--- src/sv/bdm_pkg.sv ---
// ----------------------------------------------------------------------------
// bdm_pkg
// Shared constants, types and helpers for the block-diagonal times dense
// matrix multiply core.
// ----------------------------------------------------------------------------
package bdm_pkg;

  // Store geometry (power-of-two maxima give concatenated addresses)
  localparam int MAX_BLOCK_ROWS = 8;
  localparam int MAX_BLOCK_COLS = 8;
  localparam int MAX_BLOCKS     = 8;
  localparam int MAX_DENSE_COLS = 8;

  localparam int BLK_DEPTH = MAX_BLOCKS * MAX_BLOCK_ROWS * MAX_BLOCK_COLS;
  localparam int DNS_DEPTH = MAX_BLOCK_COLS * MAX_BLOCKS * MAX_DENSE_COLS;
  localparam int BLK_AW    = $clog2(BLK_DEPTH);
  localparam int DNS_AW    = $clog2(DNS_DEPTH);

  localparam int BIDX_W = $clog2(MAX_BLOCKS);
  localparam int BROW_W = $clog2(MAX_BLOCK_ROWS);
  localparam int BCOL_W = $clog2(MAX_BLOCK_COLS);
  localparam int DCOL_W = $clog2(MAX_DENSE_COLS);
  localparam int DROW_W = DNS_AW - DCOL_W;

  // Item field widths
  localparam int CMD_W = 2;
  localparam int IDX_W = 6;
  localparam int VAL_W = 32;
  localparam int REG_W = 4;
  localparam int CFG_IDX_W = 2;

  // Arithmetic widths: exact sum of up to eight Q32.32 products
  localparam int PROD_W = 2 * VAL_W;
  localparam int ACC_W  = PROD_W + 3;

  typedef enum logic [CMD_W-1:0] {
    CMD_LOAD_BLOCK = 2'd0,
    CMD_LOAD_DENSE = 2'd1,
    CMD_QUERY      = 2'd2,
    CMD_BAD        = 2'd3
  } cmd_t;

  typedef enum logic [CFG_IDX_W-1:0] {
    REG_BLOCK_ROWS  = 2'd0,
    REG_BLOCK_COLS  = 2'd1,
    REG_BLOCK_COUNT = 2'd2,
    REG_DENSE_COLS  = 2'd3
  } cfg_reg_t;

  typedef enum logic [2:0] {
    S_IDLE,
    S_DIV,
    S_RUN,
    S_WAIT,
    S_PUSH
  } state_t;

  // Sequencer to MAC unit: controls aligned with the store read issue
  typedef struct packed {
    logic clear;
    logic issue;
    logic last;
  } mac_ctl_t;

  // MAC unit to sequencer: rounded, saturated result
  typedef struct packed {
    logic                    done;
    logic signed [VAL_W-1:0] value;
  } mac_res_t;

  // Clamp a register to 1..maxv (zero reads as one)
  function automatic logic [REG_W-1:0] eff(input logic [REG_W-1:0] v,
                                           input logic [REG_W-1:0] maxv);
    logic [REG_W-1:0] r;
    r = v;
    if (v == '0) r = REG_W'(1);
    else if (v > maxv) r = maxv;
    return r;
  endfunction

endpackage

--- src/sv/bdm_mac.sv ---
// ----------------------------------------------------------------------------
// bdm_mac
// Multiply-accumulate pipeline: multiply the two store words, accumulate
// exactly, then round to Q16.16 with saturation.
// ----------------------------------------------------------------------------
module bdm_mac (
  input  logic                      clk,
  input  logic                      rst,
  input  bdm_pkg::mac_ctl_t         ctl,
  input  logic signed [31:0]        a_data,
  input  logic signed [31:0]        d_data,
  output bdm_pkg::mac_res_t         res
);
  import bdm_pkg::*;

  logic                     v1, l1, v2, l2, l3, done;
  logic signed [PROD_W-1:0] prod;
  logic signed [ACC_W-1:0]  acc;
  logic signed [VAL_W-1:0]  value;

  // Round half up by 2^15 and saturate to the signed 32-bit range
  function automatic logic signed [VAL_W-1:0] round_sat(input logic signed [ACC_W-1:0] x);
    logic signed [ACC_W-1:0]    t;
    logic        [ACC_W-17:0]   s;
    logic        [ACC_W-17:31]  top;
    logic signed [VAL_W-1:0]    r;
    t   = x + ACC_W'(17'h08000);
    s   = t[ACC_W-1:16];
    top = s[ACC_W-17:31];
    if ((&top) || !(|top)) r = s[VAL_W-1:0];
    else if (s[ACC_W-17])  r = 32'sh8000_0000;
    else                   r = 32'sh7FFF_FFFF;
    return r;
  endfunction

  // Advance the stage valid flags
  always_ff @(posedge clk) begin
    if (rst) begin
      v1   <= 1'b0;
      l1   <= 1'b0;
      v2   <= 1'b0;
      l2   <= 1'b0;
      l3   <= 1'b0;
      done <= 1'b0;
    end else begin
      v1   <= ctl.issue;
      l1   <= ctl.issue && ctl.last;
      v2   <= v1;
      l2   <= l1;
      l3   <= v2 && l2;
      done <= l3;
    end
  end

  // Multiply, accumulate, round
  always_ff @(posedge clk) begin
    if (v1) begin
      prod <= a_data * d_data;
    end
    if (ctl.clear) begin
      acc <= '0;
    end else if (v2) begin
      acc <= acc + {{(ACC_W-PROD_W){prod[PROD_W-1]}}, prod};
    end
    if (l3) begin
      value <= round_sat(acc);
    end
  end

  assign res.done  = done;
  assign res.value = value;

endmodule

--- config.mk ---
export PLATFORM = sky130hd
export DESIGN_NAME = bdm_mac
export DESIGN_NICKNAME = d
export VERILOG_FILES = /design/src/sv/bdm_pkg.sv /design/src/sv/bdm_mac.sv
export SDC_FILE = /design/constraint.sdc
export NUM_CORES = 2
export LEC_CHECK = 0
export ABC_AREA = 1
export BUFFER_PORTS_ARGS = -buffer_cell sky130_fd_sc_hd__buf_2
export CORE_MARGIN = 4
export CORE_UTILIZATION = 50
export DETAILED_ROUTE_END_ITERATION = 10
export PLACE_DENSITY = 0.72
export SYNTH_ARGS = -nofsm -noshare
export SYNTH_HDL_FRONTEND = slang
export SYNTH_SLANG_ARGS = --single-unit
--- constraint.sdc ---
create_clock -name clk -period 9.7 [get_ports clk]
set_input_delay 1.94 -clock clk [delete_from_list [all_inputs] [get_ports clk]]
set_output_delay 1.94 -clock clk [all_outputs]
set_load 0.03 [all_outputs]
==> impl_results.rst <==
.. list-table::
   :header-rows: 1

   * - Metric
     - Value
   * - Setup slack, reg-to-reg
     - 6.04 ns
   * - Maximum number of buffers from clock root to sink
     - 2
   * - Non-Filler Cell Area, Final
     - around 53000 um2
   * - Status
     - finished, final reports clean
   * - Area of the die
     - 106000 um2
   * - Highest cell delay on the worst timing path
     - 0.87 ns
   * - Area after detailed placement
     - 52500 um2
   * - Asr flop ratio synth
     - 0%
   * - Post-Synthesis Mean Instance Area
     - 7.58 um2
   * - Most frequent cells after synthesis
     - 1878 x inv_1, 1760 x nand2_1, 1083 x fa_1
   * - GR Util met3
     - 4.06%
   * - Capturing element of the worst setup path
     - prod[52]
   * - Final core utilization
     - 53.0%
   * - Final Net Count
     - 8060
   * - Pin count of the biggest net entering global routing
     - 77
   * - Unrepaired setup endpoints after global routing
     - no
   * - Detailed Route Iter0 Violations
     - 3112
   * - Cell type of the slowest stage on the worst timing path
     - nor4_1
   * - FF+latch count, synth
     - 169
   * - Average wire per cell in the routed design
     - 19.0 um
   * - Arrival time reported for the critical path endpoint
     - 9.49 ns
   * - Post-Route WL
     - 151000 um
   * - Core ar.
     - 100000 um2
   * - Count of pins over their slew limit
     - 0
   * - Fin. Hold Viols
     - 0
   * - Kind of cell adding the most delay to the critical path
     - adder cells
   * - Layout cells sized above 1
     - 4.02%
   * - Reg area
     - roughly 4300 um2
   * - Maximum clock frequency
     - 108 MHz
   * - Post-synthesis cell area
     - 50400 um2
   * - Max-capacitance violation count
     - 0
   * - Share of synthesized area occupied by flip-flops and latches
     - 8.62%
   * - Remaining routing DRC violations
     - 0
   * - DPL Wire Length
     - 131000 um
   * - Critical Path Most Common Cell
     - fa_1
   * - Fraction of post-synthesis cell area in the top cell type by area
     - a little over two fifths
   * - Yosys warning count
     - 0
   * - Max H-tree Level
     - 4
   * - Initial antenna violation count
     - 4
   * - Syn_nets
     - 8056
   * - CP Class
     - primary input to flop
   * - Flip-flop cell with the highest count after synthesis
     - edfxtp_1
   * - Floorplan die height
     - 326 um
   * - Synthesized netlist cell count
     - 6653
   * - Critical path required time
     - 9.90 ns
   * - Post-Route Skew
     - approximately 0.014 ns
   * - Horizontal extent of the die
     - about 330 um
   * - Number of hold buffers added after cts
     - 0
   * - WHS Path Cells
     - 2
   * - Busiest metal layer after global routing
     - met2
   * - Footprint of the multi-input gates
     - about 38000 um2
   * - TritonCTS clock tree
     - done
   * - Sort of element at the end of the critical path
     - flop
   * - Grt total ovfl
     - 0
   * - Number of port buffers
     - 101
   * - Number of setup violations in the final report
     - 0
   * - Hold Crit Class
     - flop to flop
   * - Endpoint of the most critical register-to-register path
     - value[23]
   * - Starting utilization of the core area
     - 50.3%
   * - Ports placed on the boundary
     - between 100 and 150
   * - CTS sink cnt
     - 169
   * - Clk slew on worst S/H paths
     - 0.07 ns
   * - GR met2 Demand/Resource
     - between 40% and 50%
   * - Number of optimization iterations in the first detailed-route pass
     - 6
   * - Worst-margin pin slew
     - between 1 and 1.5 ns
   * - Max Fanout on Critical Path
     - 24
   * - Cell types with the largest area share after synthesis
     - fa_1 43%, inv_1 14%, nand2_1 13%, ha_1 6.2%, edfxtp_1 5.7%
   * - Average via count per standard cell
     - 5.23
   * - Library cell with the largest summed area after synthesis
     - fa_1
   * - Most instantiated library cell after synthesis
     - inv_1
   * - Wire length of the first global-routing pass
     - ~240000 um
   * - Number of placement rows
     - around 120
   * - Buffer type at the clock tree root
     - clkbuf_16
   * - Post-synth EDFFs
     - 96
   * - Routing usage on met1
     - 38.9%
   * - Post-cts gate resize count
     - 0
   * - Post-DRT Antenna Nets
     - 0
   * - Bufs and invs on worst path
     - 7
   * - GPL Wtd Cong
     - slightly below 1
   * - Buffer count from post-CTS setup fixing
     - 0
   * - Area grow syn2layout
     - 5.34%
   * - Vias in the first global route
     - 44700
   * - Post-route clock period utilization
     - a little over nine tenths
   * - Max_slew headroom
     - 26.5%
   * - Number of fill cells
     - 9618
   * - Post-synthesis cell type count
     - 43
   * - Tmin final
     - 9.30 ns
   * - Reg-to-reg critical path startpoint
     - acc[15]
   * - CTS buffer count
     - 17
   * - Critical Path Start Type
     - primary input
   * - Total stage count of the critical path
     - 26
   * - Global-route total usage across every layer
     - 29.3%
   * - Source of the critical timing path
     - a_data[31]
   * - Vias post-DR
     - 41700
   * - Cell count of the worst reg-to-reg path
     - 15
   * - Total negative setup slack
     - 0 ns
   * - Worst skew pair latency
     - 0.47 ns
==> worst register-to-register path: cells and delay by family, from the launching register on <==
kind                       cells  cell delay (ns)
adders and majority gates      1             0.44
and+or+nand+nor               14             2.40
DFF                            1             0.65
==> metal layers <==
| metal | part of all wire [%] | vias up |
|---|---|---|
| li1 | - | 19100 |
| met1 | 41 | 20600 |
| met2 | 47 | 1667 |
| met3 | 7.3 | 368 |
| met4 | 4.2 | 2 |
| met5 | 0.0079 | - |
==> placed cells by master (no fill, tap or decap), types with 4 or more instances in the layout <==
| cell | synthesis | layout |
|---|---|---|
| xnor2_1 | 21 | 21 |
| dfxtp_1 | 73 | 71 |
| and3_1 | 6 | 6 |
| a31oi_1 | 16 | 16 |
| nand2_2 | 8 | 8 |
| o21ai_0 | 142 | 142 |
| ha_1 | 251 | 251 |
| buf_2 | 0 | 101 |
| nor2_2 | 6 | 6 |
| o211ai_1 | 4 | 4 |
| xor2_1 | 107 | 107 |
| nor2_4 | 7 | 7 |
| o21bai_1 | 35 | 35 |
| nor2_1 | 476 | 476 |
| nand4_1 | 41 | 41 |
| edfxtp_1 | 96 | 96 |
| clkbuf_16 | 0 | 17 |
| nor3_1 | 22 | 22 |
| buf_4 | 4 | 101 |
| inv_6 | 0 | 8 |
| or2_2 | 4 | 4 |
| nor4_1 | 11 | 11 |
| buf_12 | 0 | 5 |
| a21boi_0 | 12 | 12 |
| inv_1 | 1878 | 1877 |
| nand3_1 | 137 | 137 |
| a21o_1 | 15 | 15 |
| fa_1 | 1083 | 1083 |
| nand2_1 | 1760 | 1760 |
| a21oi_1 | 198 | 198 |
==> stage by stage <==
stage          hold slack, ns  setup WS, ns  cells
3_5_place_dp            0.396        0.0382   7936
4_1_cts                 0.411         0.519   7968
6_report                0.408         0.403   7971
2_1_floorplan           0.388         0.839   6653
5_1_grt                 0.457        0.0850   7970
3_3_place_gp            0.400         0.165   7936
==> final cells by class <==
type	instances	share of cell area, %
Antenna cell	3	0.0141
Timing Repair Buffer	207	2.57
Inverter	1880	13.3
Sequential cell	169	8.18
Clock buffer	18	0.808
Tap cell	1298	3.06
Multi-Input combinational cell	4382	71.8
Clock inverter	14	0.252
==> registers in the layout, indices dropped and copies added (netlist names) <==
signal / count
acc: 67
done: 1
l1: 1
l2: 1
l3: 1
prod: 64
v1: 1
v2: 1
value: 32
==> cell families after synthesis <==
family	after synthesis	share of synthesized area [%]
XOR/XNOR	129	2.26
flip-flops	169	8.62
adder cells (fa/ha/maj)	1334	49.2
AND/OR/NAND/NOR	2487	19.5
AO/OA/AOI/OAI	432	4.72
buffers and inverters	2102	15.7
==> worst min path at each step <==
stage / start / endpoint / slack, ns
after floorplan: l1 / l2 / 0.39
after global placement: l1 / l2 / 0.40
after detailed placement: l1 / l2 / 0.40
after CTS: l1 / l2 / 0.41
after global routing: l1 / l2 / 0.46
final: l1 / l2 / 0.41
Power is not shown: default switching activity piles up to over one toggle a cycle in this logic, so the estimate is an artifact.
