$ cat src/sv/bdm_pkg.sv
// ----------------------------------------------------------------------------
// bdm_pkg
// Shared constants, types and helpers for the block-diagonal times dense
// matrix multiply core.
// ----------------------------------------------------------------------------
package bdm_pkg;

  // Store geometry (power-of-two maxima give concatenated addresses)
  localparam int MAX_BLOCK_ROWS = 8;
  localparam int MAX_BLOCK_COLS = 8;
  localparam int MAX_BLOCKS     = 8;
  localparam int MAX_DENSE_COLS = 8;

  localparam int BLK_DEPTH = MAX_BLOCKS * MAX_BLOCK_ROWS * MAX_BLOCK_COLS;
  localparam int DNS_DEPTH = MAX_BLOCK_COLS * MAX_BLOCKS * MAX_DENSE_COLS;
  localparam int BLK_AW    = $clog2(BLK_DEPTH);
  localparam int DNS_AW    = $clog2(DNS_DEPTH);

  localparam int BIDX_W = $clog2(MAX_BLOCKS);
  localparam int BROW_W = $clog2(MAX_BLOCK_ROWS);
  localparam int BCOL_W = $clog2(MAX_BLOCK_COLS);
  localparam int DCOL_W = $clog2(MAX_DENSE_COLS);
  localparam int DROW_W = DNS_AW - DCOL_W;

  // Item field widths
  localparam int CMD_W = 2;
  localparam int IDX_W = 6;
  localparam int VAL_W = 32;
  localparam int REG_W = 4;
  localparam int CFG_IDX_W = 2;

  // Arithmetic widths: exact sum of up to eight Q32.32 products
  localparam int PROD_W = 2 * VAL_W;
  localparam int ACC_W  = PROD_W + 3;

  typedef enum logic [CMD_W-1:0] {
    CMD_LOAD_BLOCK = 2'd0,
    CMD_LOAD_DENSE = 2'd1,
    CMD_QUERY      = 2'd2,
    CMD_BAD        = 2'd3
  } cmd_t;

  typedef enum logic [CFG_IDX_W-1:0] {
    REG_BLOCK_ROWS  = 2'd0,
    REG_BLOCK_COLS  = 2'd1,
    REG_BLOCK_COUNT = 2'd2,
    REG_DENSE_COLS  = 2'd3
  } cfg_reg_t;

  typedef enum logic [2:0] {
    S_IDLE,
    S_DIV,
    S_RUN,
    S_WAIT,
    S_PUSH
  } state_t;

  // Sequencer to MAC unit: controls aligned with the store read issue
  typedef struct packed {
    logic clear;
    logic issue;
    logic last;
  } mac_ctl_t;

  // MAC unit to sequencer: rounded, saturated result
  typedef struct packed {
    logic                    done;
    logic signed [VAL_W-1:0] value;
  } mac_res_t;

  // Clamp a register to 1..maxv (zero reads as one)
  function automatic logic [REG_W-1:0] eff(input logic [REG_W-1:0] v,
                                           input logic [REG_W-1:0] maxv);
    logic [REG_W-1:0] r;
    r = v;
    if (v == '0) r = REG_W'(1);
    else if (v > maxv) r = maxv;
    return r;
  endfunction

endpackage

$ cat src/sv/bdm_if.sv
// ----------------------------------------------------------------------------
// bdm request / result channels
// Valid/ready channels carrying one request and one result of the core.
// ----------------------------------------------------------------------------
interface bdm_req_if;
  logic               valid;
  logic               ready;
  logic [1:0]         cmd;
  logic [2:0]         block_index;
  logic [5:0]         row_index;
  logic [5:0]         col_index;
  logic signed [31:0] element_value;

  modport source (output valid, cmd, block_index, row_index, col_index, element_value,
                  input ready);
  modport sink   (input valid, cmd, block_index, row_index, col_index, element_value,
                  output ready);
endinterface

interface bdm_res_if;
  logic               valid;
  logic               ready;
  logic signed [31:0] product_value;
  logic               status;

  modport source (output valid, product_value, status, input ready);
  modport sink   (input valid, product_value, status, output ready);
endinterface

$ cat src/sv/bdm_ctrl.sv
// ----------------------------------------------------------------------------
// bdm_ctrl
// Sequencer: configuration registers, request decode and range checks,
// store writes, query read walk and the result register.
// ----------------------------------------------------------------------------
module bdm_ctrl (
  input  logic                        clk,
  input  logic                        rst,
  input  logic                        cfg_we,
  input  logic [1:0]                  cfg_index,
  input  logic [3:0]                  cfg_data,
  bdm_req_if.sink                     req,
  bdm_res_if.source                   res,
  output logic                        blk_we,
  output logic [bdm_pkg::BLK_AW-1:0]  blk_waddr,
  output logic [bdm_pkg::BLK_AW-1:0]  blk_raddr,
  output logic                        dns_we,
  output logic [bdm_pkg::DNS_AW-1:0]  dns_waddr,
  output logic [bdm_pkg::DNS_AW-1:0]  dns_raddr,
  output bdm_pkg::mac_ctl_t           mac_ctl,
  input  bdm_pkg::mac_res_t           mac_res
);
  import bdm_pkg::*;

  state_t state, state_next;

  logic [REG_W-1:0] block_rows, block_cols, block_count, dense_cols;
  logic [REG_W-1:0] nr, nc, nb, dc;
  logic [IDX_W:0]   rows_lim, drows_lim;

  logic [IDX_W-1:0]  q_row;
  logic [DCOL_W-1:0] q_col;
  logic [BIDX_W-1:0] q_blk;
  logic [BCOL_W-1:0] j;
  logic              j_last;

  logic [VAL_W-1:0]  res_value;
  logic              res_status;
  logic              out_valid;
  logic [VAL_W-1:0]  out_value;
  logic              out_status;

  logic accept, blk_ok, dns_ok, qry_ok, cmd_ok, out_free;
  cmd_t cmd;

  logic [BIDX_W:0]   quot;
  logic [IDX_W:0]    i_full;
  logic [IDX_W:0]    drow_full;

  // Effective register values
  assign nr = eff(block_rows,  REG_W'(MAX_BLOCK_ROWS));
  assign nc = eff(block_cols,  REG_W'(MAX_BLOCK_COLS));
  assign nb = eff(block_count, REG_W'(MAX_BLOCKS));
  assign dc = eff(dense_cols,  REG_W'(MAX_DENSE_COLS));
  assign rows_lim  = (IDX_W+1)'(nr * nb);
  assign drows_lim = (IDX_W+1)'(nc * nb);

  // Decode and range checks
  assign cmd    = cmd_t'(req.cmd);
  assign blk_ok = ({1'b0, req.block_index} < nb) &&
                  (req.row_index < IDX_W'(nr)) && (req.col_index < IDX_W'(nc));
  assign dns_ok = ({1'b0, req.row_index} < drows_lim) && (req.col_index < IDX_W'(dc));
  assign qry_ok = ({1'b0, req.row_index} < rows_lim)  && (req.col_index < IDX_W'(dc));

  always_comb begin
    unique case (cmd)
      CMD_LOAD_BLOCK: cmd_ok = blk_ok;
      CMD_LOAD_DENSE: cmd_ok = dns_ok;
      CMD_QUERY:      cmd_ok = qry_ok;
      default:        cmd_ok = 1'b0;
    endcase
  end

  assign accept   = req.valid && req.ready;
  assign out_free = !out_valid || res.ready;

  // Block number of a query row: count the block boundaries at or below it
  always_comb begin
    quot = '0;
    for (int m = 1; m < MAX_BLOCKS; m++) begin
      if ((IDX_W+1)'(m * nr) <= {1'b0, q_row}) quot = quot + (BIDX_W+1)'(1);
    end
  end

  // Row within block and dense row of the current walk step
  assign i_full    = {1'b0, q_row} - (IDX_W+1)'(q_blk * nr);
  assign drow_full = (IDX_W+1)'(j) + (IDX_W+1)'(nc * q_blk);
  assign j_last    = ({1'b0, j} == nc - REG_W'(1));

  // Configuration registers
  always_ff @(posedge clk) begin
    if (rst) begin
      block_rows  <= REG_W'(MAX_BLOCK_ROWS);
      block_cols  <= REG_W'(MAX_BLOCK_COLS);
      block_count <= REG_W'(MAX_BLOCKS);
      dense_cols  <= REG_W'(MAX_DENSE_COLS);
    end else if (cfg_we) begin
      unique case (cfg_reg_t'(cfg_index))
        REG_BLOCK_ROWS:  block_rows  <= cfg_data;
        REG_BLOCK_COLS:  block_cols  <= cfg_data;
        REG_BLOCK_COUNT: block_count <= cfg_data;
        REG_DENSE_COLS:  dense_cols  <= cfg_data;
        default: ;
      endcase
    end
  end

  // State register
  always_ff @(posedge clk) begin
    if (rst) state <= S_IDLE;
    else     state <= state_next;
  end

  // Next state
  always_comb begin
    state_next = state;
    unique case (state)
      S_IDLE: if (accept) begin
        state_next = (cmd == CMD_QUERY && qry_ok) ? S_DIV : S_PUSH;
      end
      S_DIV:  state_next = S_RUN;
      S_RUN:  if (j_last) state_next = S_WAIT;
      S_WAIT: if (mac_res.done) state_next = S_PUSH;
      S_PUSH: if (out_free) state_next = S_IDLE;
      default: state_next = S_IDLE;
    endcase
  end

  // Outputs of the sequencer
  always_comb begin
    req.ready     = 1'b0;
    mac_ctl.clear = 1'b0;
    mac_ctl.issue = 1'b0;
    mac_ctl.last  = 1'b0;
    unique case (state)
      S_IDLE: req.ready     = 1'b1;
      S_DIV:  mac_ctl.clear = 1'b1;
      S_RUN: begin
        mac_ctl.issue = 1'b1;
        mac_ctl.last  = j_last;
      end
      S_WAIT, S_PUSH: ;
      default: ;
    endcase
  end

  // Store write and read ports
  assign blk_we    = accept && (cmd == CMD_LOAD_BLOCK) && blk_ok;
  assign blk_waddr = {req.block_index[BIDX_W-1:0], req.row_index[BROW_W-1:0],
                      req.col_index[BCOL_W-1:0]};
  assign dns_we    = accept && (cmd == CMD_LOAD_DENSE) && dns_ok;
  assign dns_waddr = {req.row_index[DROW_W-1:0], req.col_index[DCOL_W-1:0]};
  assign blk_raddr = {q_blk, i_full[BROW_W-1:0], j};
  assign dns_raddr = {drow_full[DROW_W-1:0], q_col};

  // Hold the request and walk the block columns
  always_ff @(posedge clk) begin
    if (accept) begin
      q_row      <= req.row_index;
      q_col      <= req.col_index[DCOL_W-1:0];
      res_value  <= '0;
      res_status <= !cmd_ok;
    end
    if (state == S_DIV) begin
      q_blk <= quot[BIDX_W-1:0];
      j     <= '0;
    end else if (state == S_RUN) begin
      j     <= j + BCOL_W'(1);
    end
    if (state == S_WAIT && mac_res.done) begin
      res_value <= mac_res.value;
    end
  end

  // Result register
  always_ff @(posedge clk) begin
    if (rst) begin
      out_valid <= 1'b0;
    end else if (state == S_PUSH && out_free) begin
      out_valid <= 1'b1;
    end else if (res.ready) begin
      out_valid <= 1'b0;
    end
  end

  always_ff @(posedge clk) begin
    if (state == S_PUSH && out_free) begin
      out_value  <= res_value;
      out_status <= res_status;
    end
  end

  assign res.valid         = out_valid;
  assign res.product_value = out_value;
  assign res.status        = out_status;

endmodule

$ cat src/flat_wrapper.sv
// flat-port wrapper written by rule: the top's interface ports become plain ports
module bdm_ctrl_flat import bdm_pkg::*;
  (clk, rst, cfg_we, cfg_index, cfg_data, blk_we, blk_waddr, blk_raddr, dns_we, dns_waddr, dns_raddr, mac_ctl, mac_res, req_valid, req_cmd, req_block_index, req_row_index, req_col_index, req_element_value, req_ready, res_valid, res_product_value, res_status, res_ready);
  bdm_req_if req_i ();
  bdm_res_if res_i ();
  input  logic clk;
  input  logic rst;
  input  logic cfg_we;
  input  logic [1:0] cfg_index;
  input  logic [3:0] cfg_data;
  output logic blk_we;
  output logic [bdm_pkg::BLK_AW-1:0] blk_waddr;
  output logic [bdm_pkg::BLK_AW-1:0] blk_raddr;
  output logic dns_we;
  output logic [bdm_pkg::DNS_AW-1:0] dns_waddr;
  output logic [bdm_pkg::DNS_AW-1:0] dns_raddr;
  output bdm_pkg::mac_ctl_t mac_ctl;
  input  bdm_pkg::mac_res_t mac_res;
  input wire logic [$bits(req_i.valid)-1:0] req_valid;
  input wire logic [$bits(req_i.cmd)-1:0] req_cmd;
  input wire logic [$bits(req_i.block_index)-1:0] req_block_index;
  input wire logic [$bits(req_i.row_index)-1:0] req_row_index;
  input wire logic [$bits(req_i.col_index)-1:0] req_col_index;
  input wire logic [$bits(req_i.element_value)-1:0] req_element_value;
  output wire logic [$bits(req_i.ready)-1:0] req_ready;
  output wire logic [$bits(res_i.valid)-1:0] res_valid;
  output wire logic [$bits(res_i.product_value)-1:0] res_product_value;
  output wire logic [$bits(res_i.status)-1:0] res_status;
  input wire logic [$bits(res_i.ready)-1:0] res_ready;
  assign req_i.valid = req_valid;
  assign req_i.cmd = req_cmd;
  assign req_i.block_index = req_block_index;
  assign req_i.row_index = req_row_index;
  assign req_i.col_index = req_col_index;
  assign req_i.element_value = req_element_value;
  assign req_ready = req_i.ready;
  assign res_valid = res_i.valid;
  assign res_product_value = res_i.product_value;
  assign res_status = res_i.status;
  assign res_i.ready = res_ready;
  bdm_ctrl u_core (.clk(clk), .rst(rst), .cfg_we(cfg_we), .cfg_index(cfg_index), .cfg_data(cfg_data), .req(req_i), .res(res_i), .blk_we(blk_we), .blk_waddr(blk_waddr), .blk_raddr(blk_raddr), .dns_we(dns_we), .dns_waddr(dns_waddr), .dns_raddr(dns_raddr), .mac_ctl(mac_ctl), .mac_res(mac_res));
endmodule
$ cat config.mk
export PLATFORM = sky130hd
export DESIGN_NAME = bdm_ctrl_flat
export DESIGN_NICKNAME = d
export VERILOG_FILES = /design/src/sv/bdm_pkg.sv /design/src/sv/bdm_if.sv /design/src/sv/bdm_ctrl.sv /design/src/flat_wrapper.sv
export SDC_FILE = /design/constraint.sdc
export NUM_CORES = 1
export LEC_CHECK = 0
export BUFFER_PORTS_ARGS = -buffer_cell sky130_fd_sc_hd__buf_4
export CORE_UTILIZATION = 35
export CTS_BUF_LIST = sky130_fd_sc_hd__clkbuf_8
export DETAILED_ROUTE_END_ITERATION = 8
export PLACE_DENSITY_LB_ADDON = 0.25
export SLEW_MARGIN = 20
export SYNTH_ARGS = -nofsm -noshare
export SYNTH_HDL_FRONTEND = slang
export SYNTH_SLANG_ARGS = --single-unit
$ cat constraint.sdc
create_clock -name clk -period 10.9 [get_ports clk]
set_clock_uncertainty 0.05 [all_clocks]
set_input_delay 0.545 -clock clk [delete_from_list [all_inputs] [get_ports clk]]
set_output_delay 0.545 -clock clk [all_outputs]
set_load 0.02 [all_outputs]
==> results of run 1 <==
## cells by family after synthesis
family          Yosys count  share of synthesized area (%)
mux                      15                           2.22
fa+ha+maj               116                           23.2
xor+xnor                 39                           5.65
compound gates           88                           8.89
flops                   101                           41.1
buf+inv                  77                           5.23
simple gates            183                           13.7
## power breakdown
part / total (uW) / switching [uW] / internal, uW
clock network: 251 / 139 / 111
logic: 241 / 128 / 113
registers: 457 / 15.0 / 442
## path summary, 6_finish.rpt
kind | from | endpoint | slack (ns) | depth (start not counted)
min | req_col_index[0] | u_core.q_col[0] | 0.32 | 1
min reg2reg | u_core.res_value[24] | u_core.res.product_value[24] | 0.37 | 0
max | u_core.block_rows[3] | u_core.q_blk[2] | 4.49 | 23
max reg2reg | u_core.block_rows[3] | u_core.q_blk[2] | 4.49 | 23
## synthesized netlist by cell type (2+ instances only)
library cell,instances,area (sq um)
xnor2_1,26,228
o31ai_1,2,15.0
a31oi_1,3,18.8
a21oi_1,22,110
nand2_1,32,120
and2_1,49,307
a211o_1,4,35.0
inv_1,49,184
xor2_1,9,78.8
nand4_1,2,12.5
fa_1,17,340
nor2b_1,12,75.1
o21bai_1,2,15.0
dfxtp_1,23,460
o21ai_0,13,65.1
buf_4,18,135
nor3_1,2,10.0
edfxtp_1,78,2340
or2_2,3,18.8
ha_1,99,1240
nand2b_1,5,31.3
o21a_1,5,37.5
o22ai_1,3,18.8
nor3b_1,3,22.5
or4_1,2,15.0
clkbuf_1,10,37.5
nor4_1,2,12.5
a211oi_1,4,30.0
and3_1,5,31.3
a21o_1,19,143
nor2_1,56,210
o2111ai_1,3,26.3
mux2i_1,14,140
nand3_1,5,25.0
nand3b_1,2,15.0
## flip-flops by register name, summed over array words and instances (netlist names)
name,cells
u_core.block_cols,4
u_core.j,3
u_core.dense_cols,4
u_core.res_value,32
u_core.state,3
u_core.q_row,6
u_core.block_rows,4
u_core.block_count,4
u_core.res.product_value,32
u_core.q_blk,3
u_core.res.status,1
u_core.res_status,1
u_core.q_col,3
u_core.res.valid,1
## area by class of cell
| class | instances | area [sq um] | area share, % |
|---|---|---|---|
| Clock inverter | 7 | 85.1 | 1.03 |
| Inverter | 49 | 184 | 2.24 |
| Clock buffer | 9 | 124 | 1.51 |
| Sequential cell | 101 | 2800 | 34.1 |
| Timing Repair Buffer | 139 | 1040 | 12.7 |
| Multi-Input combinational cell | 441 | 3660 | 44.5 |
| Tap cell | 260 | 325 | 3.95 |
## metal layers
layer	vias up	share of wire, %	track usage [%]
li1	2396	-	-
met2	126	48	27.3
met3	10	5.5	3.68
met5	-	0	0
met4	0	0.95	3.96
met1	2307	46	21.1
## stage by stage
step           cells  total power, uW  hold WS (ns)
6_report        1006              949         0.319
5_1_grt         1006             1000         0.287
4_1_cts         1006              962         0.297
3_5_place_dp     990              708         0.355
3_3_place_gp     990              699         0.351
2_1_floorplan    619              625         0.350
## cell usage in the layout (no fill, tap or decap), types with 2 or more instances in the layout
| cell | n |
|---|---|
| nor2_1 | 55 |
| o22ai_1 | 3 |
| nand2b_1 | 5 |
| o21bai_1 | 2 |
| a211oi_1 | 4 |
| ha_1 | 99 |
| and3_1 | 5 |
| a21o_1 | 19 |
| nand4_1 | 2 |
| nor2b_1 | 12 |
| mux2i_1 | 14 |
| o21ai_0 | 13 |
| fa_1 | 17 |
| and2_1 | 49 |
| edfxtp_1 | 78 |
| dfxtp_1 | 23 |
| a31oi_1 | 3 |
| o31ai_1 | 2 |
| nor3b_1 | 3 |
| nor4_1 | 2 |
| nor3_1 | 2 |
| inv_6 | 4 |
| clkbuf_8 | 9 |
| or4_1 | 2 |
| inv_1 | 49 |
| nand3b_1 | 2 |
| xnor2_1 | 26 |
| o2111ai_1 | 3 |
| or2_2 | 3 |
| nand2_1 | 32 |
| nand3_1 | 5 |
| a211o_1 | 4 |
| xor2_1 | 9 |
| o21a_1 | 5 |
| buf_4 | 139 |
| a21oi_1 | 22 |
==> out/metrics.cfg, run 1 <==
[status]
status=finished, final reports clean

[grt]
grt_pass1_wl_mm=25.1
grt_max_degree=35
antenna_found_initial=0
grt_remaining_overflow=0
grt_pass1_vias=4908
grt_usage_pct=16.3

[worst_setup_path]
start_kind=flop
path_cells=inv_1 > nand2_1 > inv_1 > ha_1 > a21oi_1 > o21ai_0 > ha_1 > nand4_1 > a21oi_1 > o32ai_4 > mux2i_1 > ha_1 > mux2_2 > ha_1 > nor2b_1 > a21o_1 > ha_1 > inv_1 > a21oi_1 > ha_1 > o211ai_1 > xnor2_1 > xnor3_1
critPathSlowestCell=dfxtp_1
worstPathArrival_ns=6.49
critPathBufInv=3
cp_top_family=adder cells
critical_path_class=flop to flop
cpMostUsedCell=ha_1
required_ns=10.99
crit_path_end_kind=flop
max_stage_delay_ns=0.72
path_max_fanout=16

[yosys]
ys_warn_count=0
ys_types=51
synth_area_per_cell_sq_um=11.0
synth_seq_cells=101
synth_nets=828
syn_inst=619
synth_edf_count=78
ys_seq_area_share_pct=41.1
async_flop_share_pct=0
ys.flop_type=edfxtp_1
syn-cell-area_sq_um=6820

[drt]
drc=0
wl_per_cell_microns=15.5
ant_nets=0
drtPass1Iterations=4
vias=4839
drt_wl_total_mm=15.5
drt-initial-drc-count=250
avgViaCountPerCell=4.81

[power_and_ir_drop]
p_leak_uw=0.00388
irDropWorstVdd_mv=0.0615
power_density_nw_per_um2=115

[floorplan]
die_w_microns=142
fp-row-count=50
die_area_sq_um=20000
placeableCoreArea_sq_um=18900
top_level_ports=169
start_util_pct=36.1
die_h_microns=142

[hold_path]
hold_path_class=input port to flop

[layout]
fillers=1843
final_util_pct=43.5
antennaDiodeCount=0
drive_above_1_share_pct=22.1
nets=950
final_area_sq_um=8230
area_delta_synth_final_pct=20.7

[clocking]
cts_tree=built
ctsHoldBuffers=0
worstSkewPairLatency_ns=0.38
cts_setup_buffers=0
ctsLongestPathBuffers=2
clock_sinks=101
cts_buffers=9
clkTransAtPathRegs_ns=0.11
ctsResizeCount=0
cts_root_buf=clkbuf_8
cts_htree_levels=3

[sta]
setup_tns_ns=0
setup_viol=0
fin_ws_ns=4.49
timing.fmax_ghz=0.156
fin_crit_sh_pct=58.8
rsz0062_at_grt=no
finalMaxSlewViolations=0
tightestPinTransition_ns=0.947
hold_viol_final=0
relSlewSlack_pct=36.7
layout_min_cycle_time_ns=6.41

[placed_design]
dp_slack_ns=4.46
gp_congestion=0.833
port_buffers=136
dp_hpwl_mm=12.3
dpl-instance-area_sq_um=8020

[run]
maxCapViolCount=0

Note: power is estimated with default switching activity, not from simulation.
==> inputs of run 2 (changes only) <==
==> constraint.sdc (replaced) <==
create_clock -name clk -period 5.35 [get_ports clk]
set_clock_uncertainty 0.05 [all_clocks]
set_input_delay 0.2675 -clock clk [delete_from_list [all_inputs] [get_ports clk]]
set_output_delay 0.2675 -clock clk [all_outputs]
set_load 0.02 [all_outputs]
==> run 2 against run 1 <==
Net effect: highest routed layer unchanged; clock power grew 110%; largest power group unchanged; global-route usage is essentially flat; sequential share of layout area shrank 0.86 points; fmax grew 24%; worst hold slack lost 0.25 ns.
==> out/metrics.cfg, run 2 (synthesis gave the netlist of run 1 again) <==
[status]
status=finished, final reports clean

[clocking]
ctsLongestPathBuffers=2  ; unchanged
cts_root_buf=clkbuf_8
cts_tree=built
cts_htree_levels=3  ; unchanged
clkTransAtPathRegs_ns=0.11  ; about the same
cts_buffers=9  ; unchanged
clock_sinks=101  ; unchanged
worstSkewPairLatency_ns=0.38  ; about the same

[drt]
drt_wl_total_mm=16.0  ; +3.0%
wl_per_cell_microns=15.7  ; +1.4%
avgViaCountPerCell=4.77  ; -0.91%
drtPass1Iterations=4  ; unchanged
drt-initial-drc-count=178  ; -29%
ant_nets=0  ; unchanged
drc=0  ; unchanged
vias=4871  ; +0.66%

[worst_setup_path]
path_max_fanout=3  ; -13
critical_path_class=flop to flop
endpoint=u_core.q_blk[2]
rrSetupSlack_ns=0.20  ; -4.29 ns
worst_r2r_path_depth=23  ; unchanged
cp-startpoint=u_core.block_rows[1]
required_ns=5.42  ; -5.57 ns
reg2reg_from=u_core.block_rows[1]
worstPathArrival_ns=5.22  ; -1.27 ns
start_kind=flop
r2r_end=u_core.q_blk[2]
crit_path_end_kind=flop

[floorplan]
die_w_microns=142  ; unchanged
placeableCoreArea_sq_um=18900  ; unchanged
die_area_sq_um=20000  ; unchanged
fp-row-count=50  ; unchanged
die_h_microns=142  ; unchanged
start_util_pct=36.1  ; unchanged
top_level_ports=169  ; unchanged

[hold_path]
min_from=req_col_index[0]
hold_path_class=input port to flop

[sta]
setup_viol=0  ; unchanged
finalMaxSlewViolations=0  ; unchanged
relSlewSlack_pct=34.5  ; -2.2 points
layout_min_cycle_time_ns=5.15  ; -1.26 ns
tightestPinTransition_ns=0.983  ; +0.0351 ns
fin_crit_sh_pct=96.2  ; +37 points
timing.fmax_ghz=0.194  ; +24%
hold_viol_final=0  ; unchanged

[layout]
layout_common_cells=154 x buf_4, 94 x ha_1, 78 x edfxtp_1
nets=966  ; +1.7%
layout_commonest_cell=buf_4
fin_cells=1022  ; +1.6%
antennaDiodeCount=0  ; unchanged
drive_above_1_share_pct=26.2  ; +4.1 points
area_delta_synth_final_pct=24.0
final_util_pct=44.7  ; +1.2 points

[grt]
grt_usage_pct=16.3  ; +0.018 points
antenna_found_initial=0  ; unchanged
grt_remaining_overflow=0  ; unchanged
grt_pass1_wl_mm=25.2  ; +0.14%
grt_pass1_vias=4963  ; +1.1%
grt_max_degree=35  ; unchanged

[run]
maxCapViolCount=0  ; unchanged

[power_and_ir_drop]
p_leak_uw=0.00396  ; +2.1%
irDropWorstVdd_mv=0.113  ; +84%
power_density_nw_per_um2=235  ; +100%
power_uw=1980  ; +110%

[placed_design]
gp_congestion=0.870  ; +4.4%
port_buffers=136  ; unchanged
dp_hpwl_mm=12.7  ; +3.1%
place_inst=1002  ; +1.2%

run 2: cell count changes in the layout (fill, tap and decap cells not counted), moves of 3 or more:
cell,before,now
buf_4,139,154
ha_1,99,94
inv_6,4,0
ha_4,0,3
run 2: layout make-up:
type / count / area (sq um)
Fill cell: 1802 / 10400
Multi-Input combinational cell: 441 / 3750
Sequential cell: 101 / 2810
Timing Repair Buffer: 155 / 1170
Tap cell: 260 / 325
Inverter: 49 / 188
Clock buffer: 9 / 124
Clock inverter: 7 / 92.6
run 2: stage by stage:
step                      hold slack [ns]  TNS (ns)  area (sq um)  setup slack (ns)
final                              0.0674         0          8450             0.204
after global routing               0.0435   -0.0720          8450           -0.0720
after CTS                          0.0450         0          8330            0.0257
after detailed placement            0.355  -0.00339          8110          -0.00339
after global placement              0.351         0          8110             0.119
after floorplan                     0.316         0          6820            0.0500
run 2: report_power, final:
group | leakage [uW] | internal [uW] | switching (uW)
clock | 0.000108 | 229 | 292
sequential | 0.000940 | 900 | 30.9
combinational | 0.00292 | 248 | 284
total | 0.00396 | 1380 | 607
run 2: worst max-delay path: stages (launching register included):
cell	delay [ns]
dfxtp_2	0.36
nor2_1	0.05
nor2_1	0.14
nor2_2	0.07
ha_2	0.20
fa_2	0.38
xor2_2	0.21
ha_4	0.24
a211oi_2	0.21
nor2_2	0.07
o32ai_4	0.32
mux2i_1	0.31
ha_1	0.28
mux2_4	0.30
ha_4	0.23
nor2b_2	0.15
a21o_1	0.21
ha_4	0.27
inv_2	0.03
a21oi_2	0.11
ha_2	0.17
o211ai_1	0.10
xnor2_1	0.20
xnor3_1	0.23
run 2: what timing repair did:
| action | in CTS | in global routing |
|---|---|---|
| setup buffers | 0 | 4 |
| setup endpoints to repair | 1 | 2 |
| cloned | 0 | 0 |
| pin swaps | 3 | 14 |
| hold buffers | 0 | 0 |
| resized for setup | 1 | 21 |
run 2: per-layer routing:
layer  wire length (microns)  GRT usage, %  vias to the layer above
met4                     263          4.70                        0
met3                     884          3.51                       17
met5                       0             0                        -
li1                        -             -                     2418
met1                    7300          21.2                     2306
met2                    7570          27.1                      130
run 2: worst min-delay path by stage:
stage	slack, ns	endpoint	depth (start not counted)
finish	0.07	u_core.q_col[0]	1
CTS	0.05	u_core.q_col[0]	1
global placement	0.35	u_core.res.product_value[19]	0
global route	0.04	u_core.q_col[0]	1
detailed placement	0.35	u_core.res.product_value[19]	0
floorplan	0.32	u_core.q_col[0]	0
